### src/rtl/core/rcbs_pkg.sv
// Package for the reactive compensator bank selector.
// Holds the word types of the item and result channels, the sequencer states
// and fixed widths; no dependencies.
`default_nettype none

package rcbs_pkg;

    localparam int MEAS_W     = 24;
    localparam int RELAY_W    = 8;
    localparam int NUM_REGS   = 8;
    localparam int APB_ADDR_W = 5;
    localparam int APB_DATA_W = 32;

    typedef struct packed {
        logic signed [MEAS_W-1:0] measured_q;
        logic [RELAY_W-1:0]       relay_now;
        logic                     auto_mode;
    } t_in;

    typedef struct packed {
        logic [RELAY_W-1:0] relay_next;
        logic               switch_request;
    } t_out;

    typedef enum logic [2:0] {
        ST_IDLE,
        ST_MIN,
        ST_THRESH,
        ST_RESID,
        ST_CAND,
        ST_SEARCH,
        ST_DRAIN,
        ST_DONE
    } t_state;

endpackage

`default_nettype wire

### src/rtl/core/rcbs_regs.sv
// APB register file holding the reactive power of each compensator.
// Depends on rcbs_pkg for bus widths.
`default_nettype none

module rcbs_regs #(
    parameter int NUM_COMP   = 8,
    parameter int POWER_BITS = 24
) (
    input  logic                                   i_clk,
    input  logic                                   i_rst_n,
    input  logic                                   psel,
    input  logic                                   penable,
    input  logic                                   pwrite,
    input  logic [rcbs_pkg::APB_ADDR_W-1:0]        paddr,
    input  logic [rcbs_pkg::APB_DATA_W-1:0]        pwdata,
    output logic [rcbs_pkg::APB_DATA_W-1:0]        prdata,
    output logic                                   pready,
    output logic [NUM_COMP-1:0][POWER_BITS-1:0]    o_comp
);
    import rcbs_pkg::*;

    localparam int RIW = $clog2(NUM_REGS);

    logic [NUM_COMP-1:0][POWER_BITS-1:0] r_comp;
    logic [RIW-1:0]                      reg_idx;
    logic                                wr_en;

    assign reg_idx = paddr[RIW+1:2];
    assign wr_en   = psel && penable && pwrite && pready;
    assign pready  = 1'b1;
    assign o_comp  = r_comp;

    always_ff @(posedge i_clk) begin
        if (!i_rst_n) begin
            r_comp <= '0;
        end else if (wr_en) begin
            for (int k = 0; k < NUM_COMP; k++) begin
                if (32'(reg_idx) == 32'(k)) begin
                    r_comp[k] <= pwdata[POWER_BITS-1:0];
                end
            end
        end
    end

    always_comb begin
        prdata = '0;
        for (int k = 0; k < NUM_COMP; k++) begin
            if (32'(reg_idx) == 32'(k)) begin
                prdata = APB_DATA_W'(r_comp[k]);
            end
        end
    end

endmodule

`default_nettype wire

### src/rtl/core/rcbs_engine.sv
// Sequencer and shared accumulator that pick the compensator pattern.
// Walks subsets in Gray order, one add per cycle; depends on rcbs_pkg.
`default_nettype none

module rcbs_engine #(
    parameter int NUM_COMP   = 8,
    parameter int POWER_BITS = 24
) (
    input  logic                                i_clk,
    input  logic                                i_rst_n,
    input  logic                                i_start,
    input  rcbs_pkg::t_in                       i_item,
    input  logic [NUM_COMP-1:0][POWER_BITS-1:0] i_comp,
    output logic                                o_busy,
    output logic                                o_done,
    output rcbs_pkg::t_out                      o_result
);
    import rcbs_pkg::*;

    localparam int IW = (NUM_COMP > 1) ? $clog2(NUM_COMP) : 1;
    localparam int SW = ((POWER_BITS > MEAS_W) ? POWER_BITS : MEAS_W) + 5;
    localparam logic [IW-1:0] LAST_IDX = IW'(NUM_COMP - 1);

    t_state r_state, n_state;

    logic [IW-1:0]         r_idx;
    logic signed [SW-1:0]  r_meas;
    logic [NUM_COMP-1:0]   r_relay;
    logic                  r_auto;
    logic                  r_any;
    logic [POWER_BITS-1:0] r_minabs;
    logic signed [SW-1:0]  r_acc;
    logic signed [SW-1:0]  r_res;
    logic [NUM_COMP-1:0]   r_cand;
    logic [NUM_COMP-1:0]   r_pat;
    logic [NUM_COMP-1:0]   r_cnt;
    logic                  r_av, r_bv;
    logic signed [SW-1:0]  r_ae, r_as, r_bs;
    logic [NUM_COMP-1:0]   r_ap, r_bp;
    logic [SW-1:0]         r_bd;
    logic                  r_have;
    logic [SW-1:0]         r_bestd;
    logic signed [SW-1:0]  r_bests;
    logic [NUM_COMP-1:0]   r_bestp;
    logic                  r_req;

    logic signed [SW-1:0]  cur_c;
    logic [POWER_BITS-1:0] cur_abs;
    logic [SW-1:0]         meas_abs;
    logic [SW-1:0]         thr;
    logic                  no_action;
    logic [NUM_COMP-1:0]   cnt_nxt;
    logic [IW-1:0]         flip_j;
    logic signed [SW-1:0]  flip_c;
    logic signed [SW-1:0]  acc_op;
    logic signed [SW-1:0]  acc_sum;
    logic [NUM_COMP-1:0]   cand_w;
    logic                  a_ok;
    logic                  better;

    always_comb begin
        cur_c    = SW'($signed(i_comp[r_idx]));
        cur_abs  = (cur_c < 0) ? POWER_BITS'(-cur_c) : POWER_BITS'(cur_c);
        meas_abs = (r_meas < 0) ? SW'(-r_meas) : SW'(r_meas);
        thr      = SW'({r_minabs, 1'b0});
        no_action = !r_auto || !r_any || (meas_abs <= thr);

        cnt_nxt = r_cnt + 1'b1;
        flip_j  = '0;
        for (int k = NUM_COMP - 1; k >= 0; k--) begin
            if (cnt_nxt[k]) begin
                flip_j = IW'(k);
            end
        end
        flip_c = SW'($signed(i_comp[flip_j]));

        acc_op = '0;
        if (r_state == ST_RESID) begin
            acc_op = r_relay[r_idx] ? -cur_c : '0;
        end else if (r_state == ST_SEARCH) begin
            acc_op = r_pat[flip_j] ? -flip_c : flip_c;
        end
        acc_sum = r_acc + acc_op;

        for (int k = 0; k < NUM_COMP; k++) begin
            if (r_acc > 0) begin
                cand_w[k] = $signed(i_comp[k]) < 0;
            end else begin
                cand_w[k] = $signed(i_comp[k]) > 0;
            end
        end

        a_ok   = (r_pat & ~r_cand) == '0;
        better = !r_have || (r_bd < r_bestd)
              || ((r_bd == r_bestd) && (r_bs < r_bests))
              || ((r_bd == r_bestd) && (r_bs == r_bests) && (r_bp < r_bestp));
    end

    always_ff @(posedge i_clk) begin
        if (!i_rst_n) begin
            r_state <= ST_IDLE;
        end else begin
            r_state <= n_state;
        end
    end

    always_comb begin
        n_state = r_state;
        case (r_state)
            ST_IDLE: begin
                if (i_start) n_state = ST_MIN;
            end
            ST_MIN: begin
                if (r_idx == LAST_IDX) n_state = ST_THRESH;
            end
            ST_THRESH: begin
                n_state = no_action ? ST_DONE : ST_RESID;
            end
            ST_RESID: begin
                if (r_idx == LAST_IDX) n_state = ST_CAND;
            end
            ST_CAND: begin
                n_state = ST_SEARCH;
            end
            ST_SEARCH: begin
                if (r_cnt == '1) n_state = ST_DRAIN;
            end
            ST_DRAIN: begin
                if (!r_av && !r_bv) n_state = ST_DONE;
            end
            ST_DONE: begin
                n_state = ST_IDLE;
            end
            default: n_state = ST_IDLE;
        endcase
        o_busy                  = r_state != ST_IDLE;
        o_done                  = r_state == ST_DONE;
        o_result.relay_next     = RELAY_W'(r_bestp);
        o_result.switch_request = r_req;
    end

    // evaluation pipe: A adds residual, B takes magnitude, then compare
    always_ff @(posedge i_clk) begin
        if (!i_rst_n) begin
            r_av   <= 1'b0;
            r_bv   <= 1'b0;
            r_have <= 1'b0;
            r_req  <= 1'b0;
        end else begin
            r_av <= (r_state == ST_SEARCH) && a_ok;
            r_bv <= r_av;
            if (r_state == ST_CAND) begin
                r_have <= 1'b0;
                r_req  <= 1'b1;
            end else if (r_state == ST_THRESH && no_action) begin
                r_req <= 1'b0;
            end else if (r_bv && better) begin
                r_have <= 1'b1;
            end
        end
    end

    always_ff @(posedge i_clk) begin
        r_ae <= r_res + r_acc;
        r_as <= r_acc;
        r_ap <= r_pat;
        r_bd <= (r_ae < 0) ? SW'(-r_ae) : SW'(r_ae);
        r_bs <= r_as;
        r_bp <= r_ap;
        if (r_state == ST_THRESH && no_action) begin
            r_bestp <= '0;
        end else if (r_bv && better) begin
            r_bestd <= r_bd;
            r_bests <= r_bs;
            r_bestp <= r_bp;
        end

        case (r_state)
            ST_IDLE: begin
                r_idx    <= '0;
                r_any    <= 1'b0;
                r_meas   <= SW'(i_item.measured_q);
                r_relay  <= NUM_COMP'(i_item.relay_now);
                r_auto   <= i_item.auto_mode;
            end
            ST_MIN: begin
                if (cur_c != 0 && (!r_any || cur_abs < r_minabs)) begin
                    r_minabs <= cur_abs;
                    r_any    <= 1'b1;
                end
                r_idx <= (r_idx == LAST_IDX) ? '0 : r_idx + 1'b1;
            end
            ST_THRESH: begin
                r_acc <= r_meas;
                r_idx <= '0;
            end
            ST_RESID: begin
                r_acc <= acc_sum;
                r_idx <= (r_idx == LAST_IDX) ? '0 : r_idx + 1'b1;
            end
            ST_CAND: begin
                r_res  <= r_acc;
                r_cand <= cand_w;
                r_acc  <= '0;
                r_pat  <= '0;
                r_cnt  <= '0;
            end
            ST_SEARCH: begin
                if (r_cnt != '1) begin
                    r_acc <= acc_sum;
                    r_pat <= r_pat ^ (NUM_COMP'(1) << flip_j);
                    r_cnt <= cnt_nxt;
                end
            end
            default: begin
            end
        endcase
    end

`ifndef SYNTHESIS
    a_done_then_idle: assert property (@(posedge i_clk) disable iff (!i_rst_n)
        o_done |=> !o_busy)
        else $error("engine did not return to idle after a result");

    a_start_busy: assert property (@(posedge i_clk) disable iff (!i_rst_n)
        (i_start && !o_busy) |=> o_busy)
        else $error("accepted word did not start the sequencer");

    a_no_req_zero: assert property (@(posedge i_clk) disable iff (!i_rst_n)
        (o_done && !o_result.switch_request) |-> (o_result.relay_next == '0))
        else $error("pattern nonzero without a switch request");

    a_pattern_in_cand: assert property (@(posedge i_clk) disable iff (!i_rst_n)
        (o_done && o_result.switch_request) |-> ((r_bestp & ~r_cand) == '0))
        else $error("chosen pattern uses a compensator of the wrong sign");
`endif

endmodule

`default_nettype wire

### src/rtl/core/reactive_comp_bank_selector.sv
// Top level of the reactive compensator bank selector.
// Instantiates rcbs_regs and rcbs_engine; depends on rcbs_pkg.
//
// Usage:
//   Items: drive i_item and raise start; the word is taken at a clock edge
//   where start is high and busy is low. busy stays high until the result.
//   Results: o_done pulses for one cycle with o_result (relay_next,
//   switch_request). The receiver cannot stall; the result is gone after
//   that cycle.
//   Configuration: APB writes to comp_power_i at byte address 4*i, only
//   while busy is low. pready is always high; reads return the register.
// Throughput:
//   An item that triggers a search makes the Gray-order walk over all subsets
//   through the single accumulator, one subset per cycle, and then drains the
//   compare pipe. An item that leads to no action goes from the threshold check
//   straight to the result. One item is in flight at a time; the next is taken
//   after the result.
// Reset: synchronous, active low; all compensator registers read zero and
//   the sequencer returns to idle.
`default_nettype none

module reactive_comp_bank_selector #(
    parameter int NUM_COMP   = 8,
    parameter int POWER_BITS = 24
) (
    input  logic                            i_clk,
    input  logic                            i_rst_n,
    input  logic                            start,
    output logic                            busy,
    input  rcbs_pkg::t_in                   i_item,
    output logic                            o_done,
    output rcbs_pkg::t_out                  o_result,
    input  logic                            psel,
    input  logic                            penable,
    input  logic                            pwrite,
    input  logic [rcbs_pkg::APB_ADDR_W-1:0] paddr,
    input  logic [rcbs_pkg::APB_DATA_W-1:0] pwdata,
    output logic [rcbs_pkg::APB_DATA_W-1:0] prdata,
    output logic                            pready
);
    import rcbs_pkg::*;

    logic [NUM_COMP-1:0][POWER_BITS-1:0] comp;

    rcbs_regs #(
        .NUM_COMP   (NUM_COMP),
        .POWER_BITS (POWER_BITS)
    ) u_regs (
        .i_clk   (i_clk),
        .i_rst_n (i_rst_n),
        .psel    (psel),
        .penable (penable),
        .pwrite  (pwrite),
        .paddr   (paddr),
        .pwdata  (pwdata),
        .prdata  (prdata),
        .pready  (pready),
        .o_comp  (comp)
    );

    rcbs_engine #(
        .NUM_COMP   (NUM_COMP),
        .POWER_BITS (POWER_BITS)
    ) u_engine (
        .i_clk    (i_clk),
        .i_rst_n  (i_rst_n),
        .i_start  (start),
        .i_item   (i_item),
        .i_comp   (comp),
        .o_busy   (busy),
        .o_done   (o_done),
        .o_result (o_result)
    );

endmodule

`default_nettype wire

### config.mk
export PLATFORM = sky130hd
export DESIGN_NAME = reactive_comp_bank_selector
export DESIGN_NICKNAME = d
export VERILOG_FILES = /design/src/rtl/core/rcbs_pkg.sv /design/src/rtl/core/rcbs_regs.sv /design/src/rtl/core/rcbs_engine.sv /design/src/rtl/core/reactive_comp_bank_selector.sv
export SDC_FILE = /design/constraint.sdc
export NUM_CORES = 1
export LEC_CHECK = 0
export BUFFER_PORTS_ARGS = -buffer_cell sky130_fd_sc_hd__buf_4
export CAP_MARGIN = 30
export CORE_ASPECT_RATIO = 0.6
export CORE_MARGIN = 4
export CORE_UTILIZATION = 30
export CTS_BUF_LIST = sky130_fd_sc_hd__clkbuf_4
export DETAILED_ROUTE_END_ITERATION = 6
export PLACE_DENSITY = 0.52
export SETUP_SLACK_MARGIN = 0.4
export SLEW_MARGIN = 10
export SYNTH_ARGS = -nofsm -noshare
export SYNTH_HDL_FRONTEND = slang
export SYNTH_SLANG_ARGS = --single-unit
### constraint.sdc
create_clock -name i_clk -period 22.7 [get_ports i_clk]
set_input_delay 0 -clock i_clk [delete_from_list [all_inputs] [get_ports i_clk]]
set_output_delay 0 -clock i_clk [all_outputs]
set_load 0.01 [all_outputs]
==> results of run 1 <==
## cells in the final DEF, fill, tap and decap left out, types with 129 or more instances in the layout
master	netlist	layout
sky130_fd_sc_hd__nand2_1	562	561
sky130_fd_sc_hd__dfxtp_1	339	339
sky130_fd_sc_hd__a21oi_1	290	290
sky130_fd_sc_hd__edfxtp_1	201	201
sky130_fd_sc_hd__clkbuf_4	0	200
sky130_fd_sc_hd__ha_1	182	182
sky130_fd_sc_hd__o21ai_0	153	153
sky130_fd_sc_hd__inv_1	145	145
sky130_fd_sc_hd__buf_4	15	145
sky130_fd_sc_hd__dlygate4sd3_1	0	129
## per-layer routing
metal | vias to the layer above | GRT usage | wire length, microns
met5 | - | 0 | 13
met4 | 2 | 0.0632 | 2580
met3 | 183 | 0.0597 | 14300
met2 | 1505 | 0.251 | 40100
met1 | 12900 | 0.335 | 55600
li1 | 12400 | - | -
## cell type report
class / count / area, sq um
repair buffers: 285 / 2570
clock buffers: 199 / 1490
well taps: 1334 / 1670
flip-flops and latches: 540 / 12800
inverters: 148 / 561
fillers: 10300 / 64900
multi-input cells: 2376 / 16400
clock inverters: 33 / 249
diodes: 7 / 17.5
## report_power, final
part	internal [W]	switching (W)	total [W]
Sequential	0.00102	0.0000174	0.00103
Combinational	0.0000832	0.000115	0.000199
Clock	0.000438	0.000429	0.000867
## logic make-up after synthesis
| kind of cell | Yosys count | share of synthesized area |
|---|---|---|
| AO/OA/AOI/OAI | 840 | 0.180 |
| XOR/XNOR | 178 | 0.0518 |
| adder cells (fa/ha/maj) | 184 | 0.0759 |
| buffers and inverters | 353 | 0.0480 |
| flip-flops | 540 | 0.420 |
| multiplexers | 122 | 0.0652 |
| other | 2 | 0.000246 |
| AND/OR/NAND/NOR | 1042 | 0.159 |
## cells in the mapped netlist, drive strengths merged, types with 11 or more instances
cell    instances  area, sq um
nor2          112          425
mux2i          56          561
and3           35          224
nand2         562         2110
o211ai         13          103
ha            182         2280
nor4           64          413
a221oi         29          278
o31ai          20          160
o22ai          34          213
a22oi          25          193
o21ai         158          791
nor2b          29          181
inv           146          548
clkbuf        157          616
o21bai         11         82.6
nand3          63          315
o221ai         26          240
o41ai          11          104
a211oi         16          120
o21a           28          210
or2            12         77.6
a21o           48          360
a21oi         290         1450
dfxtp         339         6790
edfxtp        201         6040
nand2b         28          175
nand4          34          213
or3            15          104
a32o           21          210
buf            48          293
a21boi         11         82.6
and2           15         93.8
a221o          22          220
a31oi          12         75.1
nor3           36          180
mux4           61         1370
xor2           52          463
xnor2         125         1090
and4           14          123
## final timing paths
| path | from | to | slack, ns |
|---|---|---|---|
| setup reg to reg | u_engine.r_cnt[0] | u_engine.r_acc[27] | 13.42 |
| setup / recovery | u_engine.r_cnt[0] | u_engine.r_acc[27] | 13.42 |
| hold / removal | i_item[7] | u_engine.r_relay[6] | 0.28 |
| hold reg to reg | u_engine.r_as[21] | u_engine.r_bs[21] | 0.30 |
## through the flow
| step | power (W) | hold slack (ns) | utilization |
|---|---|---|---|
| after floorplan | 0.00117 | 0.0989 | - |
| after global placement | 0.00123 | 0.179 | 0.323 |
| after detailed placement | 0.00123 | 0.179 | 0.324 |
| after CTS | 0.00212 | 0.101 | 0.354 |
| after global routing | 0.00220 | 0.191 | 0.355 |
| final | 0.00210 | 0.281 | 0.355 |
## timing repair
| item | in CTS | in global routing |
|---|---|---|
| buffers inserted | 0 | 0 |
| endpoints found under the hold margin | 232 | 19 |
| setup endpoints to repair | 0 | 0 |
| hold buffers | 128 | 1 |
## registers in the layout (all words and copies together), names as in the netlist, 24 cells and up
name and cells:
u_regs.o_comp 192, u_engine.r_bests 29, u_engine.r_as 29, u_engine.r_bestd 29, u_engine.r_bd 29, u_engine.r_minabs 24, u_engine.r_meas 24, u_engine.r_res 29
u_engine.r_acc 29, u_engine.r_bs 29, u_engine.r_ae 29
## worst max-delay path: cells and delay by family (launching register included)
kind	cells	cell delay [ns]
AND/OR/NAND/NOR	4	0.67
XOR/XNOR	1	0.15
adder cells (fa/ha/maj)	3	1.24
buffers and inverters	2	0.96
AO/OA/AOI/OAI	18	5.64
flip-flops	1	0.32
==> Flow_metrics.wiki, run 1 <==
{| class="wikitable"
! Metric !! Value
|-
| Total number of placement rows || 90
|-
| Cell with the largest stage delay on the worst path || sky130_fd_sc_hd__a41o_1
|-
| Clock sink total || 540
|-
| Quantity of I/O buffers inserted on ports || 100
|-
| Most used flip-flop cell after synthesis || sky130_fd_sc_hd__dfxtp_1
|-
| Number of global-route vias before repair || 24600
|-
| Area of the die || 107000 sq um
|-
| Height of the die || 255 microns
|-
| Number of remaining DRC errors || 0
|-
| Cts bufs inserted || 134
|-
| Unrepaired setup endpoints after global routing || false
|-
| TritonCTS clock tree || built
|-
| Initial core utilization || 0.303
|-
| H-tree lvl count || 4
|-
| Layout cell share with drive strength beyond 1 || 0.140
|-
| Avg Vias per Cell || 5.48
|-
| First-pass GRT wire length || 165 mm
|-
| Achievable clock frequency || 108 MHz
|-
| Final setup margin || 13.42 ns
|-
| Hold violation total from the final report || 0
|-
| Horizontal extent of the die || 420 microns
|-
| Reg clk slew, reported paths || 0.07 ns
|-
| Period Utilization, post-route || 0.409
|-
| Worst endpoint data arrival time || 10.02 ns
|-
| Netlist area before placement || 30500 sq um
|-
| Skew-Pair Late Insertion Delay || 1.04 ns
|-
| Cell variety after synth || 95
|-
| Kind of critical path || reg -> reg
|-
| Register area share after synthesis || 0.420
|-
| Post-Syn Instances || 3261
|-
| DRC violation total after the first TritonRoute iteration || 3168
|-
| Setup-violating endpoint count in the final report || 0
|-
| Routed WL || 113 mm
|-
| Worst-case vdd ir drop || 31.7 uV
|-
| Aggregate global-route resource usage || 0.207
|-
| Result of the run || finished clean
|-
| Vias || 27000
|-
| Slew @ Worst Pin || 1.07 ns
|-
| Iteration count of the initial detailed-routing pass || 6
|-
| Average instance area after synthesis || 9.36 sq um
|-
| Critical path's most frequent cell || sky130_fd_sc_hd__o21ai_0
|-
| Standby leakage power || 13.5 nW
|-
| Clk buf depth || 3
|-
| Resized cells post-CTS || 0
|-
| YS warnings || 0
|-
| Post-Place Setup Slack || 13.74 ns
|-
| Number of max-slew violations in the final report || 0
|-
| Area of placed instances || 32600 sq um
|-
| P per Cell Area || 58.7 nW/um^2
|-
| Slew Limit Headroom || 0.268
|-
| Largest stage delay, worst path || 0.74 ns
|-
| Crit-path max FO || 38
|-
| Maximum number of pins on one net before global-route repair || 123
|-
| Number of flops mapped to enable cells by yosys || 201
|-
| Synthesis-to-layout area growth || 17.2%
|-
| Placed cell count || 4547
|-
| Sum Neg Setup Slack || 0 ns
|-
| Proportion of register bits with asynchronous set or reset after synthesis || 0
|-
| Routed Antenna Nets || 0
|-
| Hold-critical path depth || 3
|-
| Total number of nets in the final design || 3745
|-
| Endpoint required time on the critical path || 23.44 ns
|-
| Antenna violations before repair || 9
|-
| Detailed placement HPWL || 80.1 mm
|-
| Core outline area || 101000 sq um
|-
| Count of non-filler cells in the finished layout || 4922
|-
| Number of placed I/O pins || 120
|-
| Post-layout min period || 9.28 ns
|-
| Number of max-cap violations || 0
|-
| Nature of the critical path endpoint || flip-flop
|-
| Number of synthesized register bits || 540
|-
| Clock skew after layout || 0.0926 ns
|-
| Wirelength per Cell || 22.9 microns
|-
| Classification of the worst-slack hold path || in -> reg
|-
| Root buffer cell || sky130_fd_sc_hd__clkbuf_4
|-
| RePlAce Congestion || 0.952
|-
| Worst Reg-to-Reg Cells || 28
|-
| Startpoint type of the worst setup path || flip-flop
|-
| Leftover overflow at the end of global routing || 0
|-
| Post-layout instance area || 35800 sq um
|}
(Power assumes the default switching activity.)
==> run 2, diff against run 1 <==
ABC_AREA = 1   (was not set)
PLACE_DENSITY = 0.53   (was 0.52)
clock period = 7.9 ns   (was 22.7 ns; I/O delays follow)
==> run 2 against run 1 <==
- count of clock-buffer cells in the layout grew 15
- cell area shrank 0.89%
- synthesized area shrank 1.8%
- critical path type unchanged
- highest routed layer unchanged
- fmax grew 34%
- synthesized cell count grew 17%
- critical path depth grew 16
==> Flow_metrics.wiki, run 2 <==
{| class="wikitable"
! Metric !! Value
|-
| Result of the run || finished clean
|-
| Proportion of register bits with asynchronous set or reset after synthesis || 0
|-
| Leading cell type in the layout, fill and taps excluded || sky130_fd_sc_hd__nand2_1
|-
| Area of the die || 105000 sq um
|-
| Critical path buffer and inverter count || 8
|-
| Most repeated cell in the gate-level netlist after synthesis || sky130_fd_sc_hd__nand2_1
|-
| Fraction of power consumed by combinational cells || 0.280
|-
| Final setup margin || 0.958 ns
|-
| Antenna violations before repair || 5
|-
| Worst-case vdd ir drop || 125 uV
|-
| Routed WL || 113 mm
|-
| Critical path's most frequent cell || sky130_fd_sc_hd__nand2_1
|-
| Number of placed I/O pins || 120
|-
| Post-layout instance area || 35400 sq um
|-
| Total number of placement rows || 89
|-
| Endpoint required time on the critical path || 8.66 ns
|-
| Clock power frac || 0.314
|-
| Post-Place Setup Slack || 1.06 ns
|-
| Switching Fraction || 0.361
|-
| Post-Syn Instances || 3808
|-
| Number of max-cap violations || 0
|-
| Root buffer cell || sky130_fd_sc_hd__clkbuf_4
|-
| RePlAce Congestion || 0.956
|-
| Post-layout min period || 6.94 ns
|-
| Total number of nets in the final design || 4357
|-
| Synthesis-to-layout area growth || 18.3%
|-
| Avg Vias per Cell || 5.18
|-
| Number of synthesized register bits || 540
|-
| Iteration count of the initial detailed-routing pass || 6
|-
| Kind of cell with the highest combined delay on the critical path || simple AND/OR/NAND/NOR gates
|-
| Flop-to-flop setup slack || 0.96 ns
|-
| Achievable clock frequency || 144 MHz
|-
| Proportion of netlist area held by the largest area contributor || 0.227
|-
| Maximum number of pins on one net before global-route repair || 102
|-
| Clock skew after layout || 0.139 ns
|-
| Multi-input logic area || 14700 sq um
|-
| FF/Latch Area || 12800 sq um
|-
| Cts bufs inserted || 142
|-
| H-tree lvl count || 4
|-
| Detailed placement HPWL || 82.3 mm
|-
| Setup-violating endpoint count in the final report || 0
|-
| Commonest cells after routing, fill and taps aside || sky130_fd_sc_hd__nand2_1, sky130_fd_sc_hd__o21ai_0, sky130_fd_sc_hd__inv_1
|-
| Wirelength per Cell || 20.4 microns
|-
| Hold violation total from the final report || 0
|-
| Flip-flop count of the largest register, all copies and words added || 192
|-
| Slew Limit Headroom || 0.245
|-
| Vias || 28600
|-
| Netlist area before placement || 30000 sq um
|-
| First-pass GRT wire length || 168 mm
|-
| Standby leakage power || 14.8 nW
|-
| Filler Cells Inserted || 10400
|-
| YS warnings || 0
|-
| Cell with the largest stage delay on the worst path || sky130_fd_sc_hd__edfxtp_1
|-
| Horizontal extent of the die || 416 microns
|-
| Leading area contributor after synthesis || sky130_fd_sc_hd__dfxtp_1
|-
| DRC violation total after the first TritonRoute iteration || 3735
|-
| Sum Neg Setup Slack || 0 ns
|-
| Most used flip-flop cell after synthesis || sky130_fd_sc_hd__dfxtp_1
|-
| Largest stage delay, worst path || 0.54 ns
|-
| Number of max-slew violations in the final report || 0
|-
| Height of the die || 253 microns
|-
| Routed Antenna Nets || 0
|-
| Initial core utilization || 0.304
|-
| Internal cell power || 0.00529 W
|-
| Leading cell types by count after synthesis || sky130_fd_sc_hd__nand2_1, sky130_fd_sc_hd__o21ai_0, sky130_fd_sc_hd__inv_1
|-
| Part of the power in registers || 0.405
|-
| TritonCTS clock tree || built
|-
| Nature of the critical path endpoint || flip-flop
|-
| P per Cell Area || 233 nW/um^2
|-
| Skew-Pair Late Insertion Delay || 1.10 ns
|-
| Crit-path max FO || 11
|-
| Clk buf depth || 3
|-
| Number of global-route vias before repair || 25600
|-
| Unrepaired setup endpoints after global routing || false
|-
| Kind of critical path || reg -> reg
|-
| Classification of the worst-slack hold path || in -> reg
|-
| Area of placed instances || 32100 sq um
|-
| Quantity of I/O buffers inserted on ports || 100
|-
| Number of flops mapped to enable cells by yosys || 201
|-
| Startpoint type of the worst setup path || flip-flop
|-
| Worst endpoint data arrival time || 7.70 ns
|-
| Path length in cells of the critical path || 44
|-
| Clock sink total || 540
|-
| Aggregate global-route resource usage || 0.211
|-
| Number of remaining DRC errors || 0
|-
| Register area share after synthesis || 0.428
|-
| Power dissipated by switching net loads || 0.00299 W
|-
| Worst Reg-to-Reg Cells || 44
|-
| Hold-critical path depth || 3
|-
| Reg clk slew, reported paths || 0.07 ns
|-
| Leftover overflow at the end of global routing || 0
|-
| Slew @ Worst Pin || 1.13 ns
|-
| Period Utilization, post-route || 0.879
|-
| Layout cell share with drive strength beyond 1 || 0.111
|-
| Average instance area after synthesis || 7.87 sq um
|-
| Cell variety after synth || 59
|-
| Cell types occupying the most area after synthesis || sky130_fd_sc_hd__dfxtp_1, sky130_fd_sc_hd__edfxtp_1, sky130_fd_sc_hd__ha_1
|-
| Core outline area || 98700 sq um
|}
==> run 2: cell types whose count changed in the layout (fill, tap and decap cells not counted), sizes merged, moves of 61 or more <==
cell / before / now
xnor2: 125 / 29
a21oi: 290 / 428
nand3: 63 / 197
nor2: 112 / 330
inv: 152 / 446
mux4: 61 / 0
o21ai: 158 / 462
==> run 2: worst register-to-register path: cells and delay by family (launching register included) <==
kind,cells,cell delay (ns)
buffers and inverters,8,0.90
adder cells (fa/ha/maj),2,0.69
AND/OR/NAND/NOR,26,3.14
flip-flops,1,0.54
AO/OA/AOI/OAI,8,1.47
==> run 2: per-layer routing <==
metal | track usage | wire length [microns] | vias up
li1 | - | - | 13800
met1 | 0.347 | 57300 | 13200
met2 | 0.243 | 37900 | 1578
met3 | 0.0729 | 16000 | 149
met4 | 0.0568 | 1810 | 4
met5 | 0 | 23 | -
==> run 2: what timing repair did <==
| action | 4_1_cts | 5_1_grt |
|---|---|---|
| hold endpoints to repair | 232 | 15 |
| setup endpoints to repair | 0 | 2 |
| resized for setup | 0 | 3 |
| setup buffers | 0 | 4 |
| hold buffers | 128 | 1 |
==> run 2: final cells by class <==
| class | instances | area share |
|---|---|---|
| Inverter | 450 | 0.0477 |
| Antenna cell | 6 | 0.000424 |
| Sequential cell | 540 | 0.362 |
| Multi-Input combinational cell | 2657 | 0.416 |
| Tap cell | 1319 | 0.0466 |
| Clock buffer | 214 | 0.0453 |
| Timing Repair Buffer | 306 | 0.0748 |
| Clock inverter | 40 | 0.00738 |
==> run 2: logic make-up (layout without fill, tap and decap cells) <==
| family | after synthesis | count (layout) | share of synthesized area |
|---|---|---|---|
| xor+xnor | 113 | 113 | 0.0330 |
| fa+ha+maj | 184 | 184 | 0.0774 |
| flops | 540 | 540 | 0.428 |
| compound gates | 1046 | 1046 | 0.190 |
| buf+inv | 620 | 1010 | 0.0832 |
| other cells | 2 | 16 | 0.000251 |
| simple gates | 1303 | 1304 | 0.188 |
==> run 2: final timing paths <==
kind | from | to
worst max-delay path | u_engine.r_cnt[0] | u_engine.r_acc[28]
worst min-delay path | i_item[7] | u_engine.r_relay[6]
worst max register to register | u_engine.r_cnt[0] | u_engine.r_acc[28]
worst min register to register | u_engine.r_as[25] | u_engine.r_bs[25]
==> run 2: stage by stage <==
stage	total power [W]	cells	utilization	hold slack [ns]
after CTS	0.00828	5513	0.358	0.0350
after global routing	0.00881	5530	0.359	0.136
after global placement	0.00557	5126	0.326	0.179
after floorplan	0.00482	3816	-	0.0989
final	0.00828	5532	0.359	0.191
after detailed placement	0.00560	5131	0.326	0.179
==> run 2: power groups by stage <==
| stage | clock network (W) | registers, W | logic (W) |
|---|---|---|---|
| floorplan | 0 | 0.00335 | 0.00148 |
| global placement | 0 | 0.00341 | 0.00216 |
| detailed placement | 0 | 0.00342 | 0.00218 |
| CTS | 0.00268 | 0.00335 | 0.00224 |
| global route | 0.00283 | 0.00338 | 0.00260 |
| finish | 0.00260 | 0.00335 | 0.00232 |
